<file path="src/design/segregated_page_allocator_macros.svh">
// Assertion macros shared by the allocator RTL.
// Every macro samples on clk and is disabled while rst_n is low.
`ifndef SEGREGATED_PAGE_ALLOCATOR_MACROS_SVH
`define SEGREGATED_PAGE_ALLOCATOR_MACROS_SVH

// The consequent must hold in the same cycle as the antecedent.
`define SPA_ASSERT_SAME(lbl, ante, cons) \
    lbl: assert property (@(posedge clk) disable iff (!rst_n) (ante) |-> (cons)) \
        else $error("page allocator check failed");

// The consequent must hold in the cycle after the antecedent.
`define SPA_ASSERT_NEXT(lbl, ante, cons) \
    lbl: assert property (@(posedge clk) disable iff (!rst_n) (ante) |=> (cons)) \
        else $error("page allocator check failed");

`endif

</file>
<file path="src/design/spa_pkg.sv">
`timescale 1ns / 1ps
`default_nettype none

package spa_pkg;

    localparam int ADDR_W   = 27;
    localparam int BYTES_W  = 25;
    localparam int SIZE_W   = 32;
    localparam int SHIFT_W  = 5;
    localparam int STATUS_W = 2;

    localparam int APB_ADDR_W = 3;
    localparam int APB_DATA_W = 32;

    localparam logic [SHIFT_W-1:0] SHIFT_MIN   = 5'd8;
    localparam logic [SHIFT_W-1:0] SHIFT_MAX   = 5'd20;
    localparam logic [SHIFT_W-1:0] SHIFT_RESET = 5'd16;

    // Register index, taken from paddr[2].
    localparam logic REG_MIN_PAGE_SHIFT = 1'b0;

    localparam logic OP_ALLOC = 1'b0;
    localparam logic OP_FREE  = 1'b1;

    localparam logic [STATUS_W-1:0] STATUS_OK         = 2'd0;
    localparam logic [STATUS_W-1:0] STATUS_BAD_SIZE   = 2'd1;
    localparam logic [STATUS_W-1:0] STATUS_NO_PAGE    = 2'd2;
    localparam logic [STATUS_W-1:0] STATUS_ADDR_RANGE = 2'd3;

    typedef struct packed {
        logic               op;
        logic [SIZE_W-1:0]  req_size;
        logic [ADDR_W-1:0]  free_addr;
        logic [BYTES_W-1:0] free_bytes;
    } req_t;

    typedef struct packed {
        logic [STATUS_W-1:0] status;
        logic [ADDR_W-1:0]   block_addr;
        logic [BYTES_W-1:0]  block_bytes;
    } rsp_t;

    typedef enum logic [2:0] {
        ST_CLEAR,
        ST_IDLE,
        ST_DECODE,
        ST_READ,
        ST_SCAN,
        ST_OUT
    } state_t;

endpackage

`default_nettype wire

</file>
<file path="src/design/segregated_page_allocator.sv">
`timescale 1ns / 1ps
`default_nettype none

// Channel   Signals                                 Direction  Transaction
// --------  --------------------------------------  ---------  ---------------------------------
// req       req_valid, req_stall, req (req_t)        in         allocate or free request
// rsp       rsp_valid, rsp_stall, rsp (rsp_t)        out        status, block address and size
// apb       psel, penable, pwrite, paddr, pwdata,    in/out     min_page_shift register access
//           prdata, pready
//
// An allocate transaction passes from acceptance through the decode state, then a read
// state and a scan state for each heap examined (1 to MAX_HEAPS), then the output state,
// which loads its result into the output register; the scan reads one bitmap word per heap.
// A free transaction passes through the decode, read, scan and output states; a request with
// a bad size or an out-of-range address goes from decode straight to output. The block then
// returns to idle before the next request is taken. After reset the bitmap memory is cleared
// one word per cycle, (MAX_ORDER+1)*MAX_HEAPS words in all (40 with the default parameters);
// no request is taken during that pass, while register writes are accepted as always.
// A stalled result waits in the output register; the block still accepts a new request,
// but that request cannot hand over its own result until the waiting one is taken.

module segregated_page_allocator #(
    parameter int MAX_ORDER = 4,
    parameter int MAX_HEAPS = 8
) (
    input  wire                               clk,
    input  wire                               rst_n,
    input  wire                               req_valid,
    output logic                              req_stall,
    input  wire  spa_pkg::req_t               req,
    output logic                              rsp_valid,
    input  wire                               rsp_stall,
    output spa_pkg::rsp_t                     rsp,
    input  wire                               psel,
    input  wire                               penable,
    input  wire                               pwrite,
    input  wire  [spa_pkg::APB_ADDR_W-1:0]    paddr,
    input  wire  [spa_pkg::APB_DATA_W-1:0]    pwdata,
    output logic [spa_pkg::APB_DATA_W-1:0]    prdata,
    output logic                              pready
);

    import spa_pkg::*;

    // The bitmap holds one word per heap of every class. A word has one bit per page of a
    // class 0 heap; a heap of class k uses only its lowest 2^(MAX_ORDER-k) bits.
    localparam int PAGE_W  = MAX_ORDER;
    localparam int PER0    = 1 << MAX_ORDER;
    localparam int NWORDS  = (MAX_ORDER + 1) * MAX_HEAPS;
    localparam int WADDR_W = $clog2(NWORDS);
    localparam int CLS_W   = $clog2(MAX_ORDER + 1);
    localparam int HEAP_W  = (MAX_HEAPS > 1) ? $clog2(MAX_HEAPS) : 1;
    localparam int SHAMT_W = $clog2(20 + MAX_ORDER + 1);

    state_t state_reg, state_next;
    logic [WADDR_W-1:0] clear_cnt_reg, clear_cnt_next;
    logic [SHIFT_W-1:0] min_page_shift_reg, min_page_shift_next;
    logic rsp_valid_reg, rsp_valid_next;

    req_t req_hold_reg, req_hold_next;
    logic [CLS_W-1:0] class_reg, class_next;
    logic [HEAP_W-1:0] heap_cnt_reg, heap_cnt_next;
    logic [PAGE_W-1:0] page_reg, page_next;
    rsp_t res_reg, res_next;
    rsp_t rsp_reg, rsp_next;

    logic [PER0-1:0] bitmap_mem [NWORDS];
    logic [PER0-1:0] mem_rdata_reg;
    logic            mem_we;
    logic [WADDR_W-1:0] mem_waddr;
    logic [PER0-1:0] mem_wdata;
    logic [WADDR_W-1:0] word_addr;

    logic [SHIFT_W-1:0] sh_eff;
    logic [SHAMT_W-1:0] sh_w;
    logic [SHAMT_W-1:0] sh_top;
    logic [SHAMT_W-1:0] sh_cls;
    logic [SIZE_W-1:0] dec_size;
    logic [SIZE_W-1:0] dec_pm1;
    logic dec_bad;
    logic dec_oob;
    logic [CLS_W-1:0] dec_class;
    logic [SHAMT_W-1:0] dec_sh_cls;
    logic [ADDR_W-1:0] dec_heap_full;
    logic [ADDR_W-1:0] dec_page_full;
    logic [PAGE_W-1:0] dec_page;
    logic [PAGE_W-1:0] dec_page_mask;

    logic [PER0-1:0] word_mask;
    logic scan_hit;
    logic [PAGE_W-1:0] hit_idx;
    logic heap_last;
    logic rsp_free;
    logic cfg_write;

    // ------------------------------------------------------------------
    // Configuration port. A single register, selected by paddr[2].
    // ------------------------------------------------------------------
    assign pready    = 1'b1;
    assign cfg_write = psel && penable && pwrite && pready
                       && (paddr[2] == REG_MIN_PAGE_SHIFT);

    always_comb
    begin
        min_page_shift_next = min_page_shift_reg;
        if (cfg_write)
        begin
            min_page_shift_next = pwdata[SHIFT_W-1:0];
        end
    end

    always_comb
    begin
        prdata = '0;
        if (paddr[2] == REG_MIN_PAGE_SHIFT)
        begin
            prdata = {{(APB_DATA_W - SHIFT_W){1'b0}}, min_page_shift_reg};
        end
    end

    // Out-of-range register values are clamped to the supported page sizes.
    always_comb
    begin
        if (min_page_shift_reg < SHIFT_MIN)
        begin
            sh_eff = SHIFT_MIN;
        end
        else if (min_page_shift_reg > SHIFT_MAX)
        begin
            sh_eff = SHIFT_MAX;
        end
        else
        begin
            sh_eff = min_page_shift_reg;
        end
    end

    assign sh_w   = SHAMT_W'(sh_eff);
    assign sh_top = sh_w + SHAMT_W'(MAX_ORDER);
    assign sh_cls = sh_w + SHAMT_W'(class_reg);

    // ------------------------------------------------------------------
    // Request decode. The page count minus one is (size - 1) >> shift, so
    // the class is the bit length of that value and a size above the top
    // page leaves bits at or above MAX_ORDER.
    // ------------------------------------------------------------------
    always_comb
    begin
        if (req_hold_reg.op == OP_FREE)
        begin
            dec_size = SIZE_W'(req_hold_reg.free_bytes);
        end
        else
        begin
            dec_size = req_hold_reg.req_size;
        end
        dec_pm1 = (dec_size - SIZE_W'(1)) >> sh_w;
        dec_bad = (dec_size == '0) || ((dec_pm1 >> MAX_ORDER) != '0);

        dec_class = '0;
        for (int b = 0; b < MAX_ORDER; b++)
        begin
            if (dec_pm1[b])
            begin
                dec_class = CLS_W'(b + 1);
            end
        end

        dec_sh_cls    = sh_w + SHAMT_W'(dec_class);
        dec_heap_full = req_hold_reg.free_addr >> sh_top;
        dec_oob       = (req_hold_reg.op == OP_FREE)
                        && (dec_heap_full >= ADDR_W'(MAX_HEAPS));
        dec_page_full = req_hold_reg.free_addr >> dec_sh_cls;
        // A class k heap has 2^(MAX_ORDER-k) pages, so the page index keeps MAX_ORDER-k bits.
        dec_page_mask = PAGE_W'(PER0 - 1) >> dec_class;
        dec_page      = dec_page_full[PAGE_W-1:0] & dec_page_mask;
    end

    // ------------------------------------------------------------------
    // Word scan: lowest free page among the pages that the class uses.
    // ------------------------------------------------------------------
    assign word_addr = WADDR_W'(class_reg) * WADDR_W'(MAX_HEAPS) + WADDR_W'(heap_cnt_reg);
    assign heap_last = (heap_cnt_reg == HEAP_W'(MAX_HEAPS - 1));

    always_comb
    begin
        scan_hit = 1'b0;
        hit_idx  = '0;
        for (int b = PER0 - 1; b >= 0; b--)
        begin
            word_mask[b] = ((PAGE_W'(b) >> (CLS_W'(MAX_ORDER) - class_reg)) == '0);
            if (word_mask[b] && !mem_rdata_reg[b])
            begin
                scan_hit = 1'b1;
                hit_idx  = PAGE_W'(b);
            end
        end
    end

    // The output register can take a new result when empty or when its
    // current result is taken in this cycle.
    assign rsp_free = !rsp_valid_reg || !rsp_stall;

    // ------------------------------------------------------------------
    // Sequencer: next state.
    // ------------------------------------------------------------------
    always_comb
    begin
        state_next = state_reg;
        case (state_reg)
            ST_CLEAR:
            begin
                if (clear_cnt_reg == WADDR_W'(NWORDS - 1))
                begin
                    state_next = ST_IDLE;
                end
            end
            ST_IDLE:
            begin
                if (req_valid)
                begin
                    state_next = ST_DECODE;
                end
            end
            ST_DECODE:
            begin
                if (dec_bad || dec_oob)
                begin
                    state_next = ST_OUT;
                end
                else
                begin
                    state_next = ST_READ;
                end
            end
            ST_READ:
            begin
                state_next = ST_SCAN;
            end
            ST_SCAN:
            begin
                if ((req_hold_reg.op == OP_FREE) || scan_hit || heap_last)
                begin
                    state_next = ST_OUT;
                end
                else
                begin
                    state_next = ST_READ;
                end
            end
            ST_OUT:
            begin
                if (rsp_free)
                begin
                    state_next = ST_IDLE;
                end
            end
            default:
            begin
                state_next = ST_IDLE;
            end
        endcase
    end

    // ------------------------------------------------------------------
    // Sequencer: datapath and memory controls.
    // ------------------------------------------------------------------
    always_comb
    begin
        req_stall      = (state_reg != ST_IDLE);
        clear_cnt_next = clear_cnt_reg;
        req_hold_next  = req_hold_reg;
        class_next     = class_reg;
        heap_cnt_next  = heap_cnt_reg;
        page_next      = page_reg;
        res_next       = res_reg;
        rsp_next       = rsp_reg;
        rsp_valid_next = rsp_valid_reg && rsp_stall;
        mem_we         = 1'b0;
        mem_waddr      = word_addr;
        mem_wdata      = mem_rdata_reg;

        case (state_reg)
            ST_CLEAR:
            begin
                mem_we         = 1'b1;
                mem_waddr      = clear_cnt_reg;
                mem_wdata      = '0;
                clear_cnt_next = clear_cnt_reg + WADDR_W'(1);
            end
            ST_IDLE:
            begin
                if (req_valid)
                begin
                    req_hold_next = req;
                end
            end
            ST_DECODE:
            begin
                class_next = dec_class;
                page_next  = dec_page;
                res_next   = '0;
                if (req_hold_reg.op == OP_FREE)
                begin
                    heap_cnt_next = dec_heap_full[HEAP_W-1:0];
                end
                else
                begin
                    heap_cnt_next = '0;
                end
                if (dec_bad)
                begin
                    res_next.status = STATUS_BAD_SIZE;
                end
                else if (dec_oob)
                begin
                    res_next.status = STATUS_ADDR_RANGE;
                end
            end
            ST_READ:
            begin
            end
            ST_SCAN:
            begin
                if (req_hold_reg.op == OP_FREE)
                begin
                    mem_we    = 1'b1;
                    mem_wdata = mem_rdata_reg & ~(PER0'(1) << page_reg);
                end
                else if (scan_hit)
                begin
                    mem_we               = 1'b1;
                    mem_wdata            = mem_rdata_reg | (PER0'(1) << hit_idx);
                    res_next.block_addr  = (ADDR_W'(heap_cnt_reg) << sh_top)
                                           | (ADDR_W'(hit_idx) << sh_cls);
                    res_next.block_bytes = BYTES_W'(1) << sh_cls;
                end
                else if (heap_last)
                begin
                    res_next.status = STATUS_NO_PAGE;
                end
                else
                begin
                    heap_cnt_next = heap_cnt_reg + HEAP_W'(1);
                end
            end
            ST_OUT:
            begin
                if (rsp_free)
                begin
                    rsp_next       = res_reg;
                    rsp_valid_next = 1'b1;
                end
            end
            default:
            begin
            end
        endcase
    end

    assign rsp_valid = rsp_valid_reg;
    assign rsp       = rsp_reg;

    // ------------------------------------------------------------------
    // Registers.
    // ------------------------------------------------------------------
    always_ff @(posedge clk or negedge rst_n)
    begin
        if (!rst_n)
        begin
            state_reg          <= ST_CLEAR;
            clear_cnt_reg      <= '0;
            min_page_shift_reg <= SHIFT_RESET;
            rsp_valid_reg      <= 1'b0;
        end
        else
        begin
            state_reg          <= state_next;
            clear_cnt_reg      <= clear_cnt_next;
            min_page_shift_reg <= min_page_shift_next;
            rsp_valid_reg      <= rsp_valid_next;
        end
    end

    always_ff @(posedge clk)
    begin
        req_hold_reg <= req_hold_next;
        class_reg    <= class_next;
        heap_cnt_reg <= heap_cnt_next;
        page_reg     <= page_next;
        res_reg      <= res_next;
        rsp_reg      <= rsp_next;
    end

    // Bitmap memory: one write port, one registered read port.
    always_ff @(posedge clk)
    begin
        if (mem_we)
        begin
            bitmap_mem[mem_waddr] <= mem_wdata;
        end
        mem_rdata_reg <= bitmap_mem[word_addr];
    end

    // ------------------------------------------------------------------
    // Assertions.
    // ------------------------------------------------------------------
`include "segregated_page_allocator_macros.svh"

    `SPA_ASSERT_SAME(a_no_accept_in_clear, state_reg == ST_CLEAR, req_stall)
    `SPA_ASSERT_NEXT(a_accept_decodes, req_valid && !req_stall, state_reg == ST_DECODE)
    `SPA_ASSERT_SAME(a_rsp_from_out, $rose(rsp_valid), $past(state_reg == ST_OUT))
    `SPA_ASSERT_SAME(a_fail_zero_payload, rsp_valid && (rsp.status != STATUS_OK),
                     (rsp.block_addr == '0) && (rsp.block_bytes == '0))
    `SPA_ASSERT_SAME(a_heap_in_range, state_reg == ST_SCAN,
                     heap_cnt_reg <= HEAP_W'(MAX_HEAPS - 1))

endmodule

`default_nettype wire
</file>
<file path="config.mk">
export PLATFORM = sky130hd
export DESIGN_NAME = segregated_page_allocator
export DESIGN_NICKNAME = d
export VERILOG_FILES = /design/src/design/spa_pkg.sv /design/src/design/segregated_page_allocator.sv
export VERILOG_INCLUDE_DIRS = /design/src /design/src/design
export SDC_FILE = /design/constraint.sdc
export NUM_CORES = 1
export LEC_CHECK = 0
export ABC_AREA = 1
export BUFFER_PORTS_ARGS = -buffer_cell sky130_fd_sc_hd__buf_2
export CORE_MARGIN = 3
export CORE_UTILIZATION = 50
export DETAILED_ROUTE_END_ITERATION = 10
export PLACE_DENSITY_LB_ADDON = 0.3
export SLEW_MARGIN = 5
export SYNTH_ARGS = -nofsm -noshare
export SYNTH_HDL_FRONTEND = slang
export SYNTH_SLANG_ARGS = --single-unit
</file>
<file path="constraint.sdc">
create_clock -name clk -period 7.55 [get_ports clk]
set_clock_uncertainty 0.2 [all_clocks]
set_input_delay 0.3775 -clock clk [delete_from_list [all_inputs] [get_ports clk]]
set_output_delay 0.3775 -clock clk [all_outputs]
set_load 0.03 [all_outputs]
</file>
# Word-level counts from Yosys, hierarchy flattened
# Memory sizes are Yosys's and may differ from the RTL's. A register that Yosys moved wholly into a read port is not among the register bits.
# Cells that the tools add are included.
# word_totals
ff_bits	218
ram_bits	640
input_bits	127
output_inout_bits	89
elab_cells	215
mem_count	1
# op_classes
n_addsub	8
order_cmp	3
n_eq_ne	16
n_shift	25
muxes	69
bitwise	6
n_reduce_logical	70
# memory_table
memory	depth	word_bits	read_ports	rd_clocked_by_memory_dff	write_ports	line	text
bitmap_mem	40	16	1	1	1	segregated_page_allocator.sv:67	logic [PER0-1:0] bitmap_mem [NWORDS];
# op_table
operator	n
one-hot mux 54 bit (2 select lines)	1
zero test 4 bit	16
two-way mux 4 bit	16
two-way mux 54 bit	1
two-way mux 52 bit	1
right shift 4 x 3 -> 4 bit, first input constant	9
zero test 32 bit	1
two-way mux 16 bit	2
two-way mux 32 bit	1
one-hot mux 16 bit (2 select lines)	1
nonzero test 32 bit	1
left shift 1 x 4 -> 16 bit, first input constant	2
right shift 32 x 5 -> 32 bit	1
subtractor 32 x 1 -> 32 bit, second input constant	1
two-way mux 3 bit	10
>= comparator 27 x 4 -> 1 bit, second input constant	1
bitwise OR 27 bit	1
left shift 3 x 5 -> 27 bit	1
left shift 4 x 5 -> 27 bit	1
right shift 27 x 5 -> 27 bit	1
right shift 27 x 5 -> 4 bit	1
left shift 1 x 5 -> 25 bit, first input constant	1
two-way mux 1 bit	23
logical AND 1 bit	21
other kinds (35)	82

# Logic depth before layout (Yosys ltp)
# Gate-level depths: netlist (run 1).
# depth
ltp_word	25
depth_mapped	34
depth_no_buf	32

# Worst setup path before layout (run 1)
# Ideal clock, no wire load.
# synth_path
kind	register to register
start	reg class_reg[1]
end	reg res_reg[0] (netlist name) (enable)
setup_time_ps	472
t_arrival_ps	4731
required_ps	6878
path_slack_ps	2146
path_stages_with_launch	16
n_path_buf	2
period_less_slack_ps	5404
path_cell_list	edfxtp_1 clkbuf_1 clkinv_1 ha_1 ha_1 buf_4 inv_2 nand2_1 nand2_1 nor2_2 nand3_1 nand2_1 nor2_1 nand2_1 nor2_1 o21bai_1
# synth_via
elab_chain_len	22
word_cells_on_any_way	67
classes_between	1 x add/sub; 1 x eq/ne; 16 x shift; 16 x mux; 33 x reduce/logical
# synth_lines
element	line	text
start, declared	segregated_page_allocator.sv:61	logic [CLS_W-1:0] class_reg, class_next;
start signal, assigned	segregated_page_allocator.sv:388	class_reg <= class_next;
subtractor 3 bit (*)	segregated_page_allocator.sv:191	word_mask[b] = ((PAGE_W'(b) >> (CLS_W'(MAX_ORDER) - class_reg)) == '0);
right shift 4 x 3 -> 4 bit	segregated_page_allocator.sv:191	
zero test 4 bit	segregated_page_allocator.sv:191	
logical AND 1 bit	segregated_page_allocator.sv:192	if (word_mask[b] && !mem_rdata_reg[b])
two-way mux 1 bit (15 in a row)	segregated_page_allocator.sv:192	
two-way mux 1 bit (*)	segregated_page_allocator.sv:192	
inequality test 2 bit (no source line) (*)	n/a	
AND reduction 3 bit (no source line) (*)	n/a	
end signal, assigned	segregated_page_allocator.sv:391	res_reg <= res_next;
end, declared	segregated_page_allocator.sv:64	rsp_t res_reg, res_next;
# Mark *: on every way between the ends. The rest lies on a longest branch, timed or not.
# A chain may end at the register's enable or synchronous reset.

# Worst setup path in the final report (run 1)
# layout_path
start	reg req_hold_reg[84] (netlist name)
end	reg page_reg[2] (data pin)
# layout_via
word_cells_on_any_way	11
classes_between	2 x add/sub; 3 x shift; 5 x mux; 1 x bitwise
# layout_lines
element	line	text
start, declared	segregated_page_allocator.sv:60	req_t req_hold_reg, req_hold_next;
start signal, assigned	segregated_page_allocator.sv:387	req_hold_reg <= req_hold_next;
two-way mux 32 bit (*)	segregated_page_allocator.sv:149	if (req_hold_reg.op == OP_FREE)
subtractor 32 x 1 -> 32 bit (*)	segregated_page_allocator.sv:157	dec_pm1 = (dec_size - SIZE_W'(1)) >> sh_w;
right shift 32 x 5 -> 32 bit (*)	segregated_page_allocator.sv:157	
two-way mux 3 bit (*)	segregated_page_allocator.sv:163	if (dec_pm1[b])
named net dec_class[2]	segregated_page_allocator.sv:82	logic [CLS_W-1:0] dec_class;
adder 5 x 3 -> 5 bit	segregated_page_allocator.sv:169	dec_sh_cls = sh_w + SHAMT_W'(dec_class);
right shift 27 x 5 -> 4 bit	segregated_page_allocator.sv:173	dec_page_full = req_hold_reg.free_addr >> dec_sh_cls;
AND 4 bit (*)	segregated_page_allocator.sv:176	dec_page = dec_page_full[PAGE_W-1:0] & dec_page_mask;
named net dec_page[2]	segregated_page_allocator.sv:86	logic [PAGE_W-1:0] dec_page;
end signal, assigned	segregated_page_allocator.sv:390	page_reg <= page_next;
end, declared	segregated_page_allocator.sv:63	logic [PAGE_W-1:0] page_reg, page_next;
# Mark *: on every way through the listed nets, which the timed path passes. The rest lies on a longest branch.

==> metrics.txt, run 1 <==
CP endpoint kind register; most frequent cells in the layout 843 x edfxtp_1, 603 x nor2_1, 559 x o21ai_0; total power ~0.016 W; Synth Instances ~3700; share of post-route cells with drive strength above 1 0.117; worst skew pair latency ~0.65 ns; Final Slew Violations 0; H-tree depth 3; Syn Area/Cell approximately 11 um2; antenna-violating nets left 0; Max Cap Violations 0; initial antenna violation count 1; max reg flops 640; Ys Warns 0; Main synth FF type edfxtp_1; die width between 200 and 300 um; largest net degree at the start of global routing 141; CP required between 7 and 8 ns; Cell Pwr Density 356 mW/mm2; first-pass GRT wire length between 150000 and 200000 um; fin nets 4024; LEAKAGE about 16 nW; Die H approximately 290 um; startpoint types register; final-report hold violation count 0; CP peak stage delay between 0.5 and 0.6 ns; Root Driver clkbuf_16; Setup-failing EPs final 0; cell mode on critical path nand2_1; Inst Count DP ~4700; vias after detailed routing roughly 29000; core area approximately 0.077 mm2; Top Ports between 200 and 250; Max Root-Sink Buffers 3; drt pass-1 iters 6; critical path peak fanout between 40 and 50; Buf/Inv on CP 6; global placement routability congestion 0.918; fmax 152 MHz; Syn Std Cell Area 0.0391 mm2; average wire per cell in the routed design roughly 21 um; residual DRC count 0; Cell variety after synth 54; EDFF count, synth between 800 and 900; # diodes 0; sequential area share after synthesis 0.666; Total GRT Usage 0.254; RSZ-0062 raised after global routing false; WP data arrival approximately 6.8 ns; Rows 101; final wirelength approximately 110000 um; Starting Density 0.509; setup TNS 0 ns; CTS Hold Buffers Added 95; Setup CP Type reg -> reg; CTS resizes 0; delay-heaviest family, CP simple AND/OR/NAND/NOR gates; number of global-route vias before repair about 27000; largest vdd supply drop ~0.23 mV; Yosys reg bits approximately 870; async set-reset flop share out of synthesis 0.0172; Worst-Margin Slew 1.25 ns; period utilization 0.871; GR Overflow Total 0; clk slew on worst S/H paths ~0.060 ns; post-layout min period ~6.6 ns; DRT iter0 DRCs between 3000 and 4000; via-per-instance ratio roughly 5.8; slowest CP cell inv_2; CTS Buf Count 88; post-route insts no fill about 5000; Port Buffers ~160; CTS tree yes; Hold WC Path Type in -> reg; Clock Sinks slightly below 900; area grow syn2layout 15.0%; setup bufs post-CTS 0; commonest non-fill, non-tap cell in the layout edfxtp_1; max_slew headroom 0.162; DP Wirelength 61400 um; status complete, no violations; full die area 0.0815 mm2
metal layers:
layer / global-route usage / vias to the layer above / wire length, um
li1: - / 13400 / -
met1: 0.343 / 13800 / 43100
met2: 0.416 / 1332 / 50300
met3: 0.0377 / 215 / 8130
met4: 0.101 / 0 / 3820
met5: 0 / - / 0
path summary, 6_finish.rpt:
| kind | startpoint | to | slack (ns) | depth (start not counted) |
|---|---|---|---|---|
| min in group asynchronous | rst_n | min_page_shift_reg[4] | 0.63 | 3 |
| min | pwrite | min_page_shift_reg[4] | 0.05 | 3 |
| max reg2reg | req_hold_reg[84] | page_reg[2] | 0.98 | 29 |
| min reg2reg | res_reg[1] | rsp[1] | 0.22 | 0 |
| max | req_hold_reg[84] | page_reg[2] | 0.98 | 29 |
| max in group asynchronous | rst_n | clear_cnt_reg[5] | 5.31 | 4 |
tightest hold or removal path: cells and delay by family:
| kind | cells | cell delay [ns] |
|---|---|---|
| and+or+nand+nor | 1 | 0.27 |
| buffers and inverters | 1 | 0.09 |
| AOI/OAI and AO/OA | 1 | 0.14 |
stage by stage:
| step | worst slack [ns] | util | hold slack (ns) | instance area (um2) |
|---|---|---|---|---|
| 2_1_floorplan | 2.15 | - | -0.118 | 39200 |
| 3_3_place_gp | 1.08 | 0.535 | 0.117 | 41000 |
| 3_5_place_dp | 1.09 | 0.535 | 0.123 | 41000 |
| 4_1_cts | 1.04 | 0.585 | 0.00295 | 44900 |
| 5_1_grt | 0.343 | 0.585 | 0.0698 | 44900 |
| 6_report | 0.976 | 0.585 | 0.0463 | 44900 |
Yosys cell counts, drive strengths merged, types with 16 or more instances:
library cell	count	area share
edfxtp	843	0.65
nor2	626	0.063
o21ai	575	0.074
nand2	555	0.055
inv	192	0.018
o22ai	177	0.028
nand3	165	0.022
clkbuf	158	0.015
buf	72	0.012
a21oi	67	0.0089
nor3	38	0.0049
o221ai	27	0.0061
nand4	24	0.0038
ha	17	0.0054
dfxtp	16	0.0082
cells by family (layout without fill, tap and decap cells):
group | count (synthesis) | in the layout | share of synthesized area
flip-flops | 874 | 874 | 0.666
adder cells (fa/ha/maj) | 19 | 19 | 0.00647
multiplexers | 2 | 2 | 0.000513
other | 2 | 32 | 0.000192
XOR/XNOR | 11 | 11 | 0.00247
AO/OA/AOI/OAI | 899 | 899 | 0.127
buffers and inverters | 428 | 690 | 0.0460
AND/OR/NAND/NOR | 1424 | 1424 | 0.151
final cells by class:
type	instances	area, um2
fillers	6236	31800
flip-flops and latches	874	26000
multi-input cells	2387	11600
repair buffers	329	2350
clock buffers	104	2300
well taps	1030	1290
inverters	198	754
clock inverters	59	618
power breakdown:
part	total [W]	internal, W	leakage, nW	switching (W)
registers	0.00659	0.00640	8.07	0.000191
logic	0.00504	0.00124	6.54	0.00380
clock network	0.00436	0.00251	1.44	0.00185
Note: power is estimated with default switching activity, not from simulation.
==> inputs of run 2 (changes only) <==
ABC_AREA = default   (was 1)
==> metrics.txt, run 2 <==
status complete, no violations; max_slew headroom 0.199; Root Driver clkbuf_16; sequential area share after synthesis 0.682; largest net degree at the start of global routing between 100 and 150; Int Power 0.0104 W; fmax roughly 140 MHz; Syn Area/Cell approximately 16 um2; final wirelength 95200 um; Die H between 200 and 300 um; total power 0.0157 W; post-route insts no fill around 3700; CP endpoint kind register; critical path peak fanout 46; initial antenna violation count 1; worst skew pair latency approximately 0.66 ns; Layout Utilization 0.589; EDFF count, synth roughly 840; vias after detailed routing 22900; CTS Buf Count a little under 90; Port Buffers 158; Starting Density 0.509; setup TNS 0 ns; startpoint types register; Max Root-Sink Buffers 3; CTS tree yes; Setup CP Type reg -> reg; Hold Path Depth 3; Inst Count DP ~3400; Rows 100; post-layout min period approximately 7.0 ns; WP data arrival about 7.3 ns; CP required roughly 7.8 ns; H-tree depth 3; residual DRC count 0; RSZ-0062 raised after global routing false; Main synth FF type edfxtp_1; clk slew on worst S/H paths 0.08 ns; Hold WS 0.0755 ns; area leader, netlist edfxtp_1; number of global-route vias before repair approximately 23000; area grow syn2layout 15.8%; Worst-Margin Slew approximately 1.2 ns; Max Cap Violations 0; drt pass-1 iters 7; Yosys reg bits around 870; full die area roughly 0.080 mm2; Total GRT Usage 0.241; Synth Instances between 2000 and 2500; GR Overflow Total 0; Setup-failing EPs final 0; footprint of the multi-input gates about 0.012 mm2; Final Slew Violations 0; clock share of power 0.268; largest vdd supply drop ~0.26 mV; core area 0.0749 mm2; Syn Std Cell Area approximately 0.038 mm2; Clock Sinks 874; sequential power share 0.432; DP Wirelength roughly 58000 um; async set-reset flop share out of synthesis 0.0172; DRT iter0 DRCs around 2200; commonest non-fill, non-tap cell in the layout edfxtp_1; global placement routability congestion 0.909; via-per-instance ratio just over 6; Top Ports between 200 and 250; largest cells by area after synthesis edfxtp_1 66%, mux4_2 12%, mux2i_1 2.3%; LEAKAGE approximately 15 nW; Cell variety after synth 83; fin nets approximately 2800; R2R depth 22; setup bufs post-CTS 0; max reg flops between 600 and 700; Hold WC Path Type in -> reg; area share of the largest cell type after synthesis 0.664; count leader, synth edfxtp_1; Sw Pwr approximately 0.0053 W; final-report hold violation count 0; die width 282 um; most frequent cells in the layout 843 x edfxtp_1, 204 x mux4_2, 158 x buf_2; period utilization 0.930; commonest cells in the netlist 843 x edfxtp_1, 204 x mux4_2, 145 x nand2_1, 143 x nor2_1, 103 x a21oi_1; antenna-violating nets left 0; Cell Pwr Density roughly 360 mW/mm2; # fillers 5564; Comb pwr share 0.300; CTS Hold Buffers Added 95; first-pass GRT wire length between 100000 and 150000 um; Register Area roughly 0.026 mm2; switching share of power 0.335; share of post-route cells with drive strength above 1 0.237; Ys Warns 0; average wire per cell in the routed design between 20 and 30 um; CTS resizes 0
[run 2: critical path, stage by stage, from the launching register on]
cell and delay (ns):
edfxtp_1 0.86, buf_4 0.51, nor3b_1 0.32, o21ai_0 0.19, or4_4 0.48, nor3_2 0.20
xor2_1 0.29, nor2_1 0.10, o31a_1 0.34, mux4_2 0.51, a21oi_2 0.18, o21ba_1 0.17
ha_1 0.18, inv_1 0.06, fa_1 0.44, xor2_2 0.13, buf_4 0.32, mux2i_1 0.15
mux4_2 0.47, nor2b_1 0.15, a211oi_1 0.31, a21oi_1 0.09, nor2_1 0.16
[run 2: kinds of logic (layout without fill, tap and decap cells)]
kind of cell	Yosys count	in the layout	synth area share
xor+xnor	32	32	0.00735
simple gates	555	555	0.0722
buf+inv	186	529	0.0216
flops	874	874	0.682
fa+ha+maj	19	19	0.00663
compound gates	372	372	0.0627
other cells	2	33	0.000197
mux	304	304	0.147
[run 2: cell type report]
| type | instances | share of cell area |
|---|---|---|
| Clock inverter | 54 | 0.0124 |
| Inverter | 26 | 0.00221 |
| Antenna cell | 1 | 0.0000567 |
| Multi-Input combinational cell | 1314 | 0.262 |
| Tap cell | 969 | 0.0275 |
| Timing Repair Buffer | 350 | 0.0562 |
| Sequential cell | 874 | 0.589 |
| Clock buffer | 99 | 0.0508 |
[run 2: power groups by stage]
stage	registers [W]	logic, W	clock network [W]
3_5_place_dp	0.00688	0.00463	0
3_3_place_gp	0.00686	0.00449	0
2_1_floorplan	0.00691	0.00307	0
6_report	0.00679	0.00471	0.00420
5_1_grt	0.00683	0.00510	0.00448
4_1_cts	0.00678	0.00469	0.00427
[run 2: final timing paths]
check | startpoint | to | slack (ns)
worst max register to register | req_hold_reg[84] | page_reg[0] | 0.53
max in group asynchronous | rst_n | clear_cnt_reg[4] | 5.37
worst min-delay path | pwrite | min_page_shift_reg[3] | 0.08
min in group asynchronous | rst_n | min_page_shift_reg[4] | 0.57
worst min register to register | res_reg[11] | rsp[11] | 0.21
worst max-delay path | req_hold_reg[84] | page_reg[0] | 0.53
[run 2: through the flow]
stage / area [um2] / worst slack (ns)
floorplan: 38200 / 0.372
global placement: 40400 / 0.797
detailed placement: 40400 / 0.685
CTS: 44100 / 0.591
global route: 44100 / 0.0247
finish: 44100 / 0.527
[run 2: metal layers]
metal	track usage	wire length [um]
met1	0.323	37900
met2	0.410	47500
met3	0.0338	6610
met4	0.0838	3140
met5	0	0
